[config.mk]
export PLATFORM = sky130hd
export DESIGN_NAME = dual_sensor_report_on_change
export DESIGN_NICKNAME = d
export VERILOG_FILES = /design/src/dsr_pkg.sv /design/src/dual_sensor_report_on_change.sv
export SDC_FILE = /design/constraint.sdc
export NUM_CORES = 1
export LEC_CHECK = 0
export BUFFER_PORTS_ARGS = -buffer_cell sky130_fd_sc_hd__buf_4
export CAP_MARGIN = 15
export CORE_ASPECT_RATIO = 1.5
export CORE_MARGIN = 2
export CORE_UTILIZATION = 25
export CTS_BUF_LIST = sky130_fd_sc_hd__clkbuf_16
export CTS_CLUSTER_DIAMETER = 60
export DETAILED_ROUTE_END_ITERATION = 8
export PLACE_DENSITY = 0.41
export SETUP_SLACK_MARGIN = 0.5
export SYNTH_ARGS = -nofsm -noshare
export SYNTH_HDL_FRONTEND = slang
export SYNTH_SLANG_ARGS = --single-unit
[constraint.sdc]
create_clock -name clk -period 5.4 [get_ports clk]
set_clock_uncertainty 0.05 [all_clocks]
set_input_delay 1.08 -clock clk [delete_from_list [all_inputs] [get_ports clk]]
set_output_delay 1.08 -clock clk [all_outputs]
set_load 0.02 [all_outputs]
[src/dsr_pkg.sv]
// shared types and constants for the dual sensor report-on-change block
// no dependencies
package dsr_pkg;

  localparam int TEMP_W       = 15;
  localparam int TICK_W       = 32;
  localparam int THR_W        = 15;
  localparam int APB_DATA_W   = 32;
  localparam int APB_ADDR_W   = 3;
  localparam int IN_TDATA_W   = 72;
  localparam int OUT_TDATA_W  = 40;

  localparam logic [THR_W-1:0]  THR_RESET = 15'd100;
  localparam logic [TICK_W-1:0] HB_RESET  = 32'd60000;

  // register select is address bit 2
  localparam logic REG_THRESHOLD = 1'b0;
  localparam logic REG_HEARTBEAT = 1'b1;

  // input tdata field positions
  localparam int IN_TICK_LSB   = 0;
  localparam int IN_LINK_BIT   = 32;
  localparam int IN_VALIDA_BIT = 33;
  localparam int IN_TEMPA_LSB  = 34;
  localparam int IN_VALIDB_BIT = 49;
  localparam int IN_TEMPB_LSB  = 50;

  // output tdata field positions
  localparam int OUT_REPA_BIT  = 0;
  localparam int OUT_RSNA_LSB  = 1;
  localparam int OUT_VALA_LSB  = 4;
  localparam int OUT_REPB_BIT  = 19;
  localparam int OUT_RSNB_LSB  = 20;
  localparam int OUT_VALB_LSB  = 23;

  typedef enum logic [2:0] {
    RSN_NONE     = 3'd0,
    RSN_CHANGED  = 3'd1,
    RSN_INITIAL  = 3'd2,
    RSN_PERIODIC = 3'd3,
    RSN_PEER     = 3'd4
  } reason_t;

endpackage

[src/dual_sensor_report_on_change.sv]
// top level of the dual sensor report-on-change block
// depends on dsr_pkg
//
// usage
//   s_* channel: one sampling round per transfer (tick, link flag, and a valid
//   flag and centidegree reading for each of sensors a and b)
//   m_* channel: one result per round (report flag, reason and value for each
//   channel); every round gives exactly one result
//   apb port: delta_threshold at 0x0, heartbeat_ticks at 0x4, write only while
//   idle; reads return the current register value, pready is tied high
// timing
//   a round is held in the input register and judged there; its
//   result lands in the output register, so m_tvalid rises when the round
//   leaves the input register, which waits while a held result is not taken
//   throughput is one round per cycle while m_tready stays high: the judging
//   logic is one short compare-and-update per channel, and the per-channel
//   history it updates is ready for the following round on the next edge
// reset
//   both pipeline stages empty, both channels marked as never reported,
//   registers back to threshold 100 and heartbeat 60000
// stall
//   while m_tready is low the result holds; the input register still takes one
//   more round and then s_tready drops until the result is taken
module dual_sensor_report_on_change (
  input  logic                              clk,
  input  logic                              rst,
  input  logic                              s_tvalid,
  output logic                              s_tready,
  // now_tick[31:0], link_up[32], valid_a[33], temp_a[48:34], valid_b[49],
  // temp_b[64:50], zero pad [71:65]
  input  logic [dsr_pkg::IN_TDATA_W-1:0]    s_tdata,
  output logic                              m_tvalid,
  input  logic                              m_tready,
  // report_a[0], reason_a[3:1], value_a[18:4], report_b[19], reason_b[22:20],
  // value_b[37:23], zero pad [39:38]
  output logic [dsr_pkg::OUT_TDATA_W-1:0]   m_tdata,
  input  logic                              psel,
  input  logic                              penable,
  input  logic                              pwrite,
  input  logic [dsr_pkg::APB_ADDR_W-1:0]    paddr,
  input  logic [dsr_pkg::APB_DATA_W-1:0]    pwdata,
  output logic [dsr_pkg::APB_DATA_W-1:0]    prdata,
  output logic                              pready
);
  import dsr_pkg::*;

  // configuration registers
  logic [THR_W-1:0]  delta_threshold;
  logic [TICK_W-1:0] heartbeat_ticks;

  // input register (stage 1)
  logic              s1_valid;
  logic [TICK_W-1:0] in_tick;
  logic              in_link;
  logic              in_valid_a;
  logic [TEMP_W-1:0] in_temp_a;
  logic              in_valid_b;
  logic [TEMP_W-1:0] in_temp_b;

  // per-channel history
  logic              reported_a;
  logic [TEMP_W-1:0] last_value_a;
  logic [TICK_W-1:0] last_tick_a;
  logic              reported_b;
  logic [TEMP_W-1:0] last_value_b;
  logic [TICK_W-1:0] last_tick_b;

  // result register (stage 2)
  logic              out_valid;
  reason_t           rsn_a;
  reason_t           rsn_b;
  logic [TEMP_W-1:0] val_a;
  logic [TEMP_W-1:0] val_b;

  logic              s1_adv;
  logic              able_a;
  logic              able_b;
  reason_t           own_a;
  reason_t           own_b;
  reason_t           rsn_a_next;
  reason_t           rsn_b_next;
  logic              wr_en;

  // own reason of one channel: initial, then changed, then periodic
  function automatic reason_t chan_reason(
    input logic              able,
    input logic              reported,
    input logic [TEMP_W-1:0] temp,
    input logic [TEMP_W-1:0] last_value,
    input logic [TICK_W-1:0] now,
    input logic [TICK_W-1:0] last_tick,
    input logic [THR_W-1:0]  thr,
    input logic [TICK_W-1:0] hb
  );
    logic [TEMP_W:0]   diff;
    logic [TEMP_W:0]   mag;
    logic [TICK_W-1:0] elapsed;
    reason_t           rsn;
    diff    = {temp[TEMP_W-1], temp} - {last_value[TEMP_W-1], last_value};
    mag     = diff[TEMP_W] ? (~diff + 1'b1) : diff;
    elapsed = now - last_tick;  // wraps modulo 2^32
    if (!able) begin
      rsn = RSN_NONE;
    end else if (!reported) begin
      rsn = RSN_INITIAL;
    end else if (mag >= {1'b0, thr}) begin
      rsn = RSN_CHANGED;
    end else if (elapsed >= hb) begin
      rsn = RSN_PERIODIC;
    end else begin
      rsn = RSN_NONE;
    end
    return rsn;
  endfunction

  // pipeline flow: stage 1 moves on when the result register is free or drains
  assign s1_adv   = s1_valid && (!out_valid || m_tready);
  assign s_tready = !s1_valid || s1_adv;
  assign m_tvalid = out_valid;

  always_ff @(posedge clk) begin
    if (rst) begin
      s1_valid <= 1'b0;
    end else if (s_tready) begin
      s1_valid <= s_tvalid;
    end
  end

  always_ff @(posedge clk) begin
    if (s_tvalid && s_tready) begin
      in_tick    <= s_tdata[IN_TICK_LSB +: TICK_W];
      in_link    <= s_tdata[IN_LINK_BIT];
      in_valid_a <= s_tdata[IN_VALIDA_BIT];
      in_temp_a  <= s_tdata[IN_TEMPA_LSB +: TEMP_W];
      in_valid_b <= s_tdata[IN_VALIDB_BIT];
      in_temp_b  <= s_tdata[IN_TEMPB_LSB +: TEMP_W];
    end
  end

  // judging logic on the registered round
  always_comb begin
    able_a = in_link && in_valid_a;
    able_b = in_link && in_valid_b;
    own_a  = chan_reason(able_a, reported_a, in_temp_a, last_value_a, in_tick,
                         last_tick_a, delta_threshold, heartbeat_ticks);
    own_b  = chan_reason(able_b, reported_b, in_temp_b, last_value_b, in_tick,
                         last_tick_b, delta_threshold, heartbeat_ticks);
    // peer sync: an able but quiet channel follows a channel with its own reason
    rsn_a_next = own_a;
    rsn_b_next = own_b;
    if (able_a && (own_a == RSN_NONE) && (own_b != RSN_NONE)) begin
      rsn_a_next = RSN_PEER;
    end
    if (able_b && (own_b == RSN_NONE) && (own_a != RSN_NONE)) begin
      rsn_b_next = RSN_PEER;
    end
  end

  // history update, visible to the round right behind
  always_ff @(posedge clk) begin
    if (rst) begin
      reported_a <= 1'b0;
      reported_b <= 1'b0;
    end else if (s1_adv) begin
      if (rsn_a_next != RSN_NONE) begin
        reported_a <= 1'b1;
      end
      if (rsn_b_next != RSN_NONE) begin
        reported_b <= 1'b1;
      end
    end
  end

  always_ff @(posedge clk) begin
    if (s1_adv && (rsn_a_next != RSN_NONE)) begin
      last_value_a <= in_temp_a;
      last_tick_a  <= in_tick;
    end
    if (s1_adv && (rsn_b_next != RSN_NONE)) begin
      last_value_b <= in_temp_b;
      last_tick_b  <= in_tick;
    end
  end

  // result register
  always_ff @(posedge clk) begin
    if (rst) begin
      out_valid <= 1'b0;
    end else if (s1_adv) begin
      out_valid <= 1'b1;
    end else if (m_tready) begin
      out_valid <= 1'b0;
    end
  end

  always_ff @(posedge clk) begin
    if (s1_adv) begin
      rsn_a <= rsn_a_next;
      rsn_b <= rsn_b_next;
      // a silent channel shows value zero
      val_a <= (rsn_a_next != RSN_NONE) ? in_temp_a : '0;
      val_b <= (rsn_b_next != RSN_NONE) ? in_temp_b : '0;
    end
  end

  always_comb begin
    m_tdata = '0;
    m_tdata[OUT_REPA_BIT]              = (rsn_a != RSN_NONE);
    m_tdata[OUT_RSNA_LSB +: 3]         = rsn_a;
    m_tdata[OUT_VALA_LSB +: TEMP_W]    = val_a;
    m_tdata[OUT_REPB_BIT]              = (rsn_b != RSN_NONE);
    m_tdata[OUT_RSNB_LSB +: 3]         = rsn_b;
    m_tdata[OUT_VALB_LSB +: TEMP_W]    = val_b;
  end

  // apb register file: bit 2 of the address picks the register
  assign pready = 1'b1;
  assign wr_en  = psel && penable && pwrite && pready;

  always_ff @(posedge clk) begin
    if (rst) begin
      delta_threshold <= THR_RESET;
      heartbeat_ticks <= HB_RESET;
    end else if (wr_en) begin
      case (paddr[2])
        REG_THRESHOLD: delta_threshold <= pwdata[THR_W-1:0];
        REG_HEARTBEAT: heartbeat_ticks <= pwdata[TICK_W-1:0];
        default: ;
      endcase
    end
  end

  always_comb begin
    case (paddr[2])
      REG_THRESHOLD: prdata = {{(APB_DATA_W-THR_W){1'b0}}, delta_threshold};
      REG_HEARTBEAT: prdata = heartbeat_ticks;
      default:       prdata = '0;
    endcase
  end

endmodule

Word level (Yosys, flattened, before mapping)
Cells that the tools add are included.
{ "totals": {"wordCells": 77, "input_bits": 114, "regBits": 246, "output_inout_bits": 75} }
{ "classes": {"muxes": 15, "order_cmp": 4, "add_sub_neg": 6, "bitwise_logic": 3, "reduce_logical": 29} }
{ "op_table": {"columns": ["cell", "count"], "rows": [
  ["greater-or-equal comparator 32 bit", 2],
  ["case mux 32 bit (2 select lines)", 1],
  ["subtractor 32 bit", 2],
  ["adder 16 x 1 -> 16 bit (second input constant)", 2],
  ["greater-or-equal comparator 16 x 15 -> 1 bit", 2],
  ["two-way mux 16 bit", 2],
  ["inverter 16 bit", 2],
  ["subtractor 15 x 15 -> 16 bit", 2],
  ["nonzero test 3 bit", 6],
  ["two-way mux 2 bit", 8],
  ["logical AND 1 bit", 12],
  ["AND reduction 2 bit", 4],
  ["zero test 3 bit", 2],
  ["two-way mux 3 bit", 2],
  ["zero test 1 bit", 2],
  ["logical OR 1 bit", 2],
  ["two-way mux 1 bit", 2],
  ["nonzero test 2 bit", 1],
  ["inverter 1 bit", 1]
]} }

Logic depth before layout (Yosys ltp)
Gate-level depths: netlist (run 1).
{ "depth": {"word_depth": 14, "depth_mapped": 26, "depth_no_buf": 25} }

Least setup slack after synthesis (run 1)
No wires, ideal clock.
{ "synth_path": {"path_kind": "register to register", "start": "register in_temp_b[1]", "end": "register last_tick_a[0] (enable)", "period_less_slack_ns": 5.747, "stages_incl_launch_ff": 22, "slack_ns": -0.347, "required_ns": 4.941, "arrival_ns": 5.288, "cell_sequence": "edfxtp_1 ha_1 nor2b_1 o31ai_1 a211oi_2 a31o_1 a41o_1 a211oi_1 mux2_2 clkbuf_1 o21ai_0 xor2_1 ha_1 o2111ai_1 o22ai_1 o31ai_1 a31o_2 nand3_1 a31oi_2 o21ai_4 buf_6 and2_1"} }
{ "synth_between": {"elab_chain_cells": 13} }
{ "synth_lines": {"columns": ["item", "line", "text"], "rows": [
  ["start: declaration", "dual_sensor_report_on_change.sv:58", "logic [TEMP_W-1:0] in_temp_b;"],
  ["start signal: assignment", "dual_sensor_report_on_change.sv:136", "in_temp_b <= s_tdata[IN_TEMPB_LSB +: TEMP_W];"],
  ["subtractor 15 x 15 -> 16 bit (*)", "dual_sensor_report_on_change.sv:99", "diff = {temp[TEMP_W-1], temp} - {last_value[TEMP_W-1], last_value};"],
  ["inverter 16 bit", "dual_sensor_report_on_change.sv:100", "mag = diff[TEMP_W] ? (~diff + 1'b1) : diff;"],
  ["adder 16 x 1 -> 16 bit", "dual_sensor_report_on_change.sv:100", null],
  ["two-way mux 16 bit (*)", "dual_sensor_report_on_change.sv:100", null],
  ["greater-or-equal comparator 16 x 15 -> 1 bit (*)", "dual_sensor_report_on_change.sv:106", "end else if (mag >= {1'b0, thr}) begin"],
  ["two-way mux 2 bit (*)", "dual_sensor_report_on_change.sv:106", null],
  ["two-way mux 2 bit (*)", "dual_sensor_report_on_change.sv:104", "end else if (!reported) begin"],
  ["two-way mux 2 bit (*)", "dual_sensor_report_on_change.sv:102", "if (!able) begin"],
  ["nonzero test 3 bit (*)", "dual_sensor_report_on_change.sv:151", "if (able_a && (own_a == RSN_NONE) && (own_b != RSN_NONE)) begin"],
  ["logical AND 1 bit (*)", "dual_sensor_report_on_change.sv:151", null],
  ["two-way mux 3 bit (*)", "dual_sensor_report_on_change.sv:151", null],
  ["nonzero test 3 bit (*)", "dual_sensor_report_on_change.sv:175", "if (s1_adv && (rsn_a_next != RSN_NONE)) begin"],
  ["logical AND 1 bit (*)", "dual_sensor_report_on_change.sv:175", null],
  ["end signal: assignment", "dual_sensor_report_on_change.sv:177", "last_tick_a <= in_tick;"],
  ["end: declaration", "dual_sensor_report_on_change.sv:63", "logic [TICK_W-1:0] last_tick_a;"]
]} }
Every way passes the cells marked *; elsewhere a longest branch is shown, timed or not.
A chain may end at the register's enable or synchronous reset.

Worst setup path after layout (run 1)
{ "layout_path": {"start": "register in_tick[1]", "end": "register last_tick_a[30] (enable)"} }
{ "layout_between": {"elab_chain_cells": 12, "elab_cells_between_ends": 19} }
{ "layout_lines": {"columns": ["item", "line", "text"], "rows": [
  ["start: declaration", "dual_sensor_report_on_change.sv:53", "logic [TICK_W-1:0] in_tick;"],
  ["start signal: assignment", "dual_sensor_report_on_change.sv:131", "in_tick <= s_tdata[IN_TICK_LSB +: TICK_W];"],
  ["subtractor 32 bit", "dual_sensor_report_on_change.sv:101", "elapsed = now - last_tick;"],
  ["greater-or-equal comparator 32 bit", "dual_sensor_report_on_change.sv:108", "end else if (elapsed >= hb) begin"],
  ["two-way mux 2 bit", "dual_sensor_report_on_change.sv:108", null],
  ["two-way mux 2 bit", "dual_sensor_report_on_change.sv:106", null],
  ["two-way mux 2 bit", "dual_sensor_report_on_change.sv:104", null],
  ["two-way mux 2 bit", "dual_sensor_report_on_change.sv:102", null],
  ["zero test 3 bit", "dual_sensor_report_on_change.sv:151", null],
  ["logical AND 1 bit (2 in series)", "dual_sensor_report_on_change.sv:151", null],
  ["two-way mux 3 bit (*)", "dual_sensor_report_on_change.sv:151", null],
  ["nonzero test 3 bit (*)", "dual_sensor_report_on_change.sv:175", null],
  ["logical AND 1 bit (*)", "dual_sensor_report_on_change.sv:175", null]
]} }
Marks and branches as above.

==> metrics.md, run 1 <==
| Metric | Value |
|---|---|
| Status | complete, no violations |
| WL/cell | 18.26 microns |
| R2R cell count | 27 |
| Worst hold slack | 0.4037 ns |
| Pin count of the biggest net entering global routing | 52 |
| CTS sink count | 246 |
| Pleak | 8.658 nW |
| Initial DRT Pass Iterations | 7 |
| I/O Buffers | 176 |
| Avg Cell Area, Syn | 9.968 sq um |
| WP data required | 5.64 ns |
| Post-synthesis sequential area ratio | 0.4417 |
| CTS root buffer | clkbuf_16 |
| Fmax | 189.9 MHz |
| RR Endpoint | last_tick_a[30]$_DFFE_PP_ |
| Fin crit share | 0.9753 |
| Die width | 207.8 microns |
| Clock-pin transition on the worst setup and hold timing paths | 0.06 ns |
| CTS tree | yes |
| Vias in the first global route | 12658 |
| Setup crit start | in_tick[1]$_DFFE_PP_ |
| Via density | 4.602 |
| Mapped Cells | 1562 |
| Syn-to-layout area delta | 33.37% |
| CP Capture Type | register |
| DRC viols | 0 |
| Final number of setup-violating endpoints | 0 |
| Final Instance Count excl. Fillers | 2693 |
| Final nets | 2173 |
| CP Data Arrival Time | 5.51 ns |
| Final Routed Wirelength | 49180 microns |
| Crit Path Class | register to register |
| Tmin final | 5.267 ns |
| Hold-fix buffer count after cts | 0 |
| Die Height | 309.6 microns |
| Top cells by area, synth | edfxtp_1 38%, ha_1 15%, dfxtp_1 6.6% |
| Fillers | 6339 |
| Die area | 64330 sq um |
| RR Startpoint | in_tick[1]$_DFFE_PP_ |
| DR iter-0 viols | 566 |
| HPWL Detailed | 35570 microns |
| Synth cell types | 76 |
| CTS buffer count | 34 |
| Initial Utilization | 0.2514 |
| Yosys top cell by area | edfxtp_1 |
| Reg-to-reg setup timing slack | 0.13 ns |
| Post-layout util | 0.3352 |
| Max_slew headroom | 0.4794 |
| EDFF count, synth | 195 |
| Setup WS pre-CTS | -0.2738 ns |
| Hold Fails Final Rpt | 0 |
| ANT nets after route | 0 |
| Max_cap viols | 0 |
| Peak supply drop | 193.6 uV |
| Startpoint types | register |
| Hold Crit Class | register to register |
| GRT overflow | 0 |
| Clock Path Buffers | 3 |
| RSZ-0062 raised after global routing | true |
| IO Count | 189 |
| Clk Latency, worst-skew pair | 0.54 ns |
| Total track usage | 0.1495 |
| Num rows | 112 |
| #FFs+latches synth | 246 |
| Post-synth ARST share | 0 |
| Warnings from Yosys | 0 |
| Setup WS post-layout | 0.1332 ns |
| Core area | 61940 sq um |
| Layout cells sized above 1 | 0.2452 |
| Critical Path End | last_tick_a[30]$_DFFE_PP_ |
| Worst-Margin Slew | 0.7790 ns |
| Inst Count DP | 2574 |
| Level count of the clock H-tree | 2 |
| Synthesized area | 15570 sq um |
| Initial antenna violation count | 5 |
| First-pass GRT wire length | 73240 microns |
| CP max FO | 6 |
| Total power draw | 5.705 mW |
| Final slew viol count | 0 |
| Via count | 12394 |
| P per Cell Area | 274.7 nW/um^2 |
| Primary FF master, synth | edfxtp_1 |
| Top cell type's share of synthesized area | 0.3761 |
| RePlAce Congestion | 0.7971 |
[sequential cells by signal (all words and copies together), names as in the netlist, 3 cells and up]
name and cells:
heartbeat_ticks 32, in_tick 32, last_tick_a 32, last_tick_b 32, delta_threshold 15, in_temp_a 15
in_temp_b 15, last_value_a 15, last_value_b 15, val_a 15, val_b 15, rsn_a 3
rsn_b 3
[kinds of logic (layout without fill, tap and decap cells)]
kind of cell | after synthesis | in the layout | share of synthesized area
compound gates | 389 | 389 | 0.1585
xor+xnor | 109 | 109 | 0.06131
fa+ha+maj | 192 | 192 | 0.1562
buf+inv | 201 | 530 | 0.05014
flops | 246 | 246 | 0.4417
mux | 3 | 3 | 0.002089
other cells | 2 | 6 | 0.0004823
simple gates | 420 | 420 | 0.1296
[final cells by class]
type	count	area (sq um)	area share
tap	798	998.5	0.04808
timing repair buffer	301	2589	0.1247
clock inverter	22	137.6	0.006628
sequential	246	6877	0.3312
multi-input combinational	1116	8549	0.4117
inverter	168	630.6	0.03037
antenna	3	7.507	0.0003615
clock buffer	39	975.9	0.04700
[layer usage]
layer / GRT usage / wire length [microns] / up-vias
met4: 0.05542 / 1640 / 4
li1: - / - / 6217
met3: 0.02338 / 1805 / 72
met5: 0 / 22 / -
met2: 0.2820 / 25860 / 237
met1: 0.1684 / 19850 / 5864
[Yosys cell counts (28+ instances only)]
| master | count |
|---|---|
| nand3_1 | 28 |
| a21oi_1 | 132 |
| nor2_1 | 94 |
| o21ai_0 | 67 |
| dfxtp_1 | 51 |
| inv_1 | 166 |
| a21o_1 | 38 |
| ha_1 | 188 |
| xnor2_1 | 78 |
| nand2_1 | 150 |
| xor2_1 | 31 |
| edfxtp_1 | 195 |
[stage by stage]
step	area, sq um	setup TNS, ns
final	20760	0
after CTS	20320	0
after global placement	18510	-37.84
after detailed placement	18510	-28.98
after global routing	20760	-10.55
after floorplan	15770	0
[worst min-delay path by stage]
stage                                     startpoint                                to  slack [ns]  depth (start not counted)
global route        delta_threshold[12]$_SDFFE_PP0P_  delta_threshold[12]$_SDFFE_PP0P_        0.42                          2
finish               delta_threshold[9]$_SDFFE_PP0P_   delta_threshold[9]$_SDFFE_PP0P_        0.40                          2
CTS                  delta_threshold[8]$_SDFFE_PP0P_   delta_threshold[8]$_SDFFE_PP0P_        0.40                          2
global placement    delta_threshold[14]$_SDFFE_PP0P_  delta_threshold[14]$_SDFFE_PP0P_        0.39                          2
detailed placement   delta_threshold[8]$_SDFFE_PP0P_   delta_threshold[8]$_SDFFE_PP0P_        0.40                          2
floorplan           delta_threshold[10]$_SDFFE_PP0P_  delta_threshold[10]$_SDFFE_PP0P_        0.39                          2
[critical path, cell delays in order, from the launching register on]
cell,delay (ns)
edfxtp_1,0.45
ha_1,0.31
nor2b_2,0.17
o31ai_4,0.21
a31oi_2,0.15
buf_4,0.19
a31oi_4,0.18
buf_6,0.13
o211ai_1,0.10
a31oi_1,0.27
o21ai_1,0.13
buf_4,0.16
a21oi_2,0.14
xnor2_1,0.13
ha_1,0.28
a211oi_2,0.24
o21ai_1,0.09
o211ai_1,0.09
a21oi_1,0.09
nand3b_1,0.23
a21oi_4,0.23
nand3_2,0.12
a31oi_4,0.18
buf_6,0.13
o21ai_4,0.05
and2_4,0.20
buf_12,0.14
clkbuf_16,0.17
[repair_timing]
item                                    in CTS  in global routing
endpoints found under the setup margin     130                130
buffers inserted                            28                 16
gates resized for setup                     55                 57
pin swaps                                   37                 45
gates cloned                                 7                  4
[layout by cell type (no fill, tap or decap), types with 13 or more instances in the layout]
cell       synthesis  routed
a21oi_1          132     116
buf_4              3     272
clkbuf_16          0      42
xor2_1            31      31
inv_1            166     174
a21o_1            38      38
dfxtp_1           51      51
and2_1            20      15
a21oi_2            0      15
a31oi_1           17      13
nor2_1            94      88
and3_1            27      26
ha_1             188     176
nand2_1          150     146
xnor2_1           78      76
o21ai_0           67      61
nand3_1           28      25
edfxtp_1         195     195
nand4_1           18      18
o21a_1            15      15
a211o_1           14      13
o21ai_1           17      20
nand2b_1          18      17
[where the power goes]
| part | switching, mW | total (mW) | internal [mW] |
|---|---|---|---|
| clock network | 0.904 | 2.25 | 1.34 |
| logic | 0.693 | 1.28 | 0.590 |
| registers | 0.0469 | 2.17 | 2.13 |
Power figures use the tool's default switching activity.
==> inputs of run 2 (changes only) <==
Settings changed: CTS_BUF_LIST sky130_fd_sc_hd__clkbuf_16 to not set.
==> metrics.md, run 2 (synthesized netlist as in run 1, its figures left out) <==
| Metric | Value |
|---|---|
| Status | complete, no violations |
| Hold Crit Class | register to register |
| Pin count of the biggest net entering global routing | 52 (unchanged) |
| Reg-to-reg setup timing slack | 0.03 ns (-0.10 ns) |
| CP max FO | 5 (-1) |
| Tmin final | 5.366 ns (+0.09935 ns) |
| Fillers | 6314 (-0.39%) |
| Final number of setup-violating endpoints | 0 (unchanged) |
| Setup crit start | in_tick[10]$_DFFE_PP_ |
| Worst-path cell chain | ha_1 > a21o_1 > a21oi_1 > o21ai_1 > a21oi_1 > buf_4 > nand2_4 > a211oi_4 > buf_6 > a211oi_4 > or3_4 > a21oi_2 > xnor2_1 > ha_2 > nand4_1 > nor4_2 > a2111oi_4 > buf_4 > a41o_4 > buf_6 > nand2_4 > and3_4 > buf_12 > clkbuf_16 |
| CP Capture Type | register |
| Layout cells sized above 1 | 0.2396 (-0.005687) |
| Die area | 64330 sq um (unchanged) |
| Clock Path Buffers | 3 (unchanged) |
| Level count of the clock H-tree | 2 (unchanged) |
| Inst Count DP | 2574 (unchanged) |
| Initial antenna violation count | 5 (unchanged) |
| P per Cell Area | 275.9 nW/um^2 (+0.42%) |
| Die width | 207.8 microns (unchanged) |
| Fmax | 186.4 MHz (-1.9%) |
| Final Instance Count excl. Fillers | 2691 (-0.074%) |
| GRT overflow | 0 (unchanged) |
| RR Startpoint | in_tick[10]$_DFFE_PP_ |
| CTS buffer count | 34 (unchanged) |
| Die Height | 309.6 microns (unchanged) |
| Grt peak-use layer | met2 |
| Final Routed Wirelength | 49350 microns (+0.36%) |
| Via count | 12402 (+0.065%) |
| Fin crit share | 0.9937 (+0.01840) |
| Syn-to-layout area delta | 33.71% |
| Startpoint types | register |
| Critical Path End | last_tick_b[28]$_DFFE_PP_ |
| Total track usage | 0.1491 (-0.0003257) |
| Peak supply drop | 193.6 uV (about the same) |
| Hold-fix buffer count after cts | 0 (unchanged) |
| Commonest non-fill, non-tap cell in the layout | buf_4 |
| Via density | 4.609 (+0.14%) |
| Clk Latency, worst-skew pair | 0.54 ns (about the same) |
| GR Util met2 | 0.2802 (-0.001854) |
| WP data required | 5.60 ns (-0.04 ns) |
| R2R cell count | 24 (-11%) |
| Placed inst area | 18510 sq um (unchanged) |
| RSZ-0062 raised after global routing | true |
| Final slew viol count | 0 (unchanged) |
| Setup TNS | 0 ns (unchanged) |
| Hold Fails Final Rpt | 0 (unchanged) |
| Max_cap viols | 0 (unchanged) |
| DRC viols | 0 (unchanged) |
| RR Endpoint | last_tick_b[28]$_DFFE_PP_ |
| Worst-Margin Slew | 0.8130 ns (+0.03399 ns) |
| Num rows | 112 (unchanged) |
| Post-layout util | 0.3361 (+0.0008680) |
| Worst hold stages | 2 (unchanged) |
| Most frequent cells in the layout | 268 x buf_4, 195 x edfxtp_1, 176 x ha_1 |
| HPWL Detailed | 35570 microns (unchanged) |
| First-pass GRT wire length | 73150 microns (-0.13%) |
| ANT nets after route | 0 (unchanged) |
| CTS tree | yes |
| IO Count | 189 (unchanged) |
| Core area | 61940 sq um (unchanged) |
| Worst hold slack | 0.4036 ns (-0.00006000 ns) |
| RePlAce Congestion | 0.7971 (unchanged) |
| Initial DRT Pass Iterations | 6 (-1) |
| Max_slew headroom | 0.4580 (-0.02143) |
| GR Util met1 | 0.1677 (-0.0006315) |
| CP Data Arrival Time | 5.56 ns (+0.05 ns) |
| Post-route cell area | 20820 sq um (+0.26%) |
| I/O Buffers | 176 (unchanged) |
| Met3 track demand over resource | 0.02460 (+0.001215) |
| Clock-pin transition on the worst setup and hold timing paths | 0.05 ns (about the same) |
| CTS root buffer | clkbuf_16 |
| CTS sink count | 246 (unchanged) |
| Vias in the first global route | 12685 (+0.21%) |
| WL/cell | 18.34 microns (+0.43%) |
| Crit Path Class | register to register |
| Final nets | 2172 (-0.046%) |
| CP max stage cell | edfxtp_1 |
| Initial Utilization | 0.2514 (unchanged) |
| CP peak stage delay | 0.50 ns (+0.05 ns) |
| Pleak | 8.637 nW (-0.25%) |
| DR iter-0 viols | 551 (-2.7%) |
## run 2: through the flow
step	setup WS [ns]	total power, mW
after floorplan	0.5018	2.982
after detailed placement	-0.2738	3.385
after CTS	0.06841	5.816
after global placement	-0.3463	3.371
final	0.03382	5.744
after global routing	-0.1402	6.069
## run 2: layout make-up
type / count / area [sq um] / area share
multi-input combinational: 1116 / 8548 / 0.4106
clock buffer: 50 / 1027 / 0.04934
inverter: 168 / 630.6 / 0.03029
sequential: 246 / 6877 / 0.3303
clock inverter: 11 / 96.34 / 0.004628
tap: 798 / 998.5 / 0.04796
antenna: 2 / 5.005 / 0.0002404
timing repair buffer: 300 / 2636 / 0.1266
## run 2: repair_timing
action / CTS / global route
cloned: 8 / 5
gates resized for setup: 57 / 48
buffers inserted: 27 / 14
pin swaps: 38 / 43
setup endpoints to repair: 130 / 130
## run 2: critical path: cells and delay by family, from the launching register on
| kind | cells | cell delay, ns |
|---|---|---|
| AO/OA/AOI/OAI | 9 | 1.57 |
| XOR/XNOR | 1 | 0.09 |
| adder cells (fa/ha/maj) | 2 | 0.74 |
| buffers and inverters | 6 | 0.95 |
| flip-flops | 1 | 0.50 |
| AND/OR/NAND/NOR | 6 | 1.19 |
## run 2: layer usage
layer  vias to the layer above  wire [microns]
met5                         -              23
li1                       6217               -
met3                        76            1840
met2                       228           25810
met4                         4            1702
met1                      5877           19980
## run 2: worst min-delay path by stage
stage,end,slack [ns],startpoint
after global routing,delta_threshold[12]$_SDFFE_PP0P_,0.42,delta_threshold[12]$_SDFFE_PP0P_
after global placement,delta_threshold[14]$_SDFFE_PP0P_,0.39,delta_threshold[14]$_SDFFE_PP0P_
final,delta_threshold[9]$_SDFFE_PP0P_,0.40,delta_threshold[9]$_SDFFE_PP0P_
after detailed placement,delta_threshold[8]$_SDFFE_PP0P_,0.40,delta_threshold[8]$_SDFFE_PP0P_
after floorplan,delta_threshold[10]$_SDFFE_PP0P_,0.39,delta_threshold[10]$_SDFFE_PP0P_
after CTS,delta_threshold[8]$_SDFFE_PP0P_,0.40,delta_threshold[8]$_SDFFE_PP0P_
## run 2: power by group
group / switching [mW] / internal (mW)
Clock: 0.908 / 1.38
Sequential: 0.0475 / 2.13
Combinational: 0.693 / 0.592
Total: 1.65 / 4.10
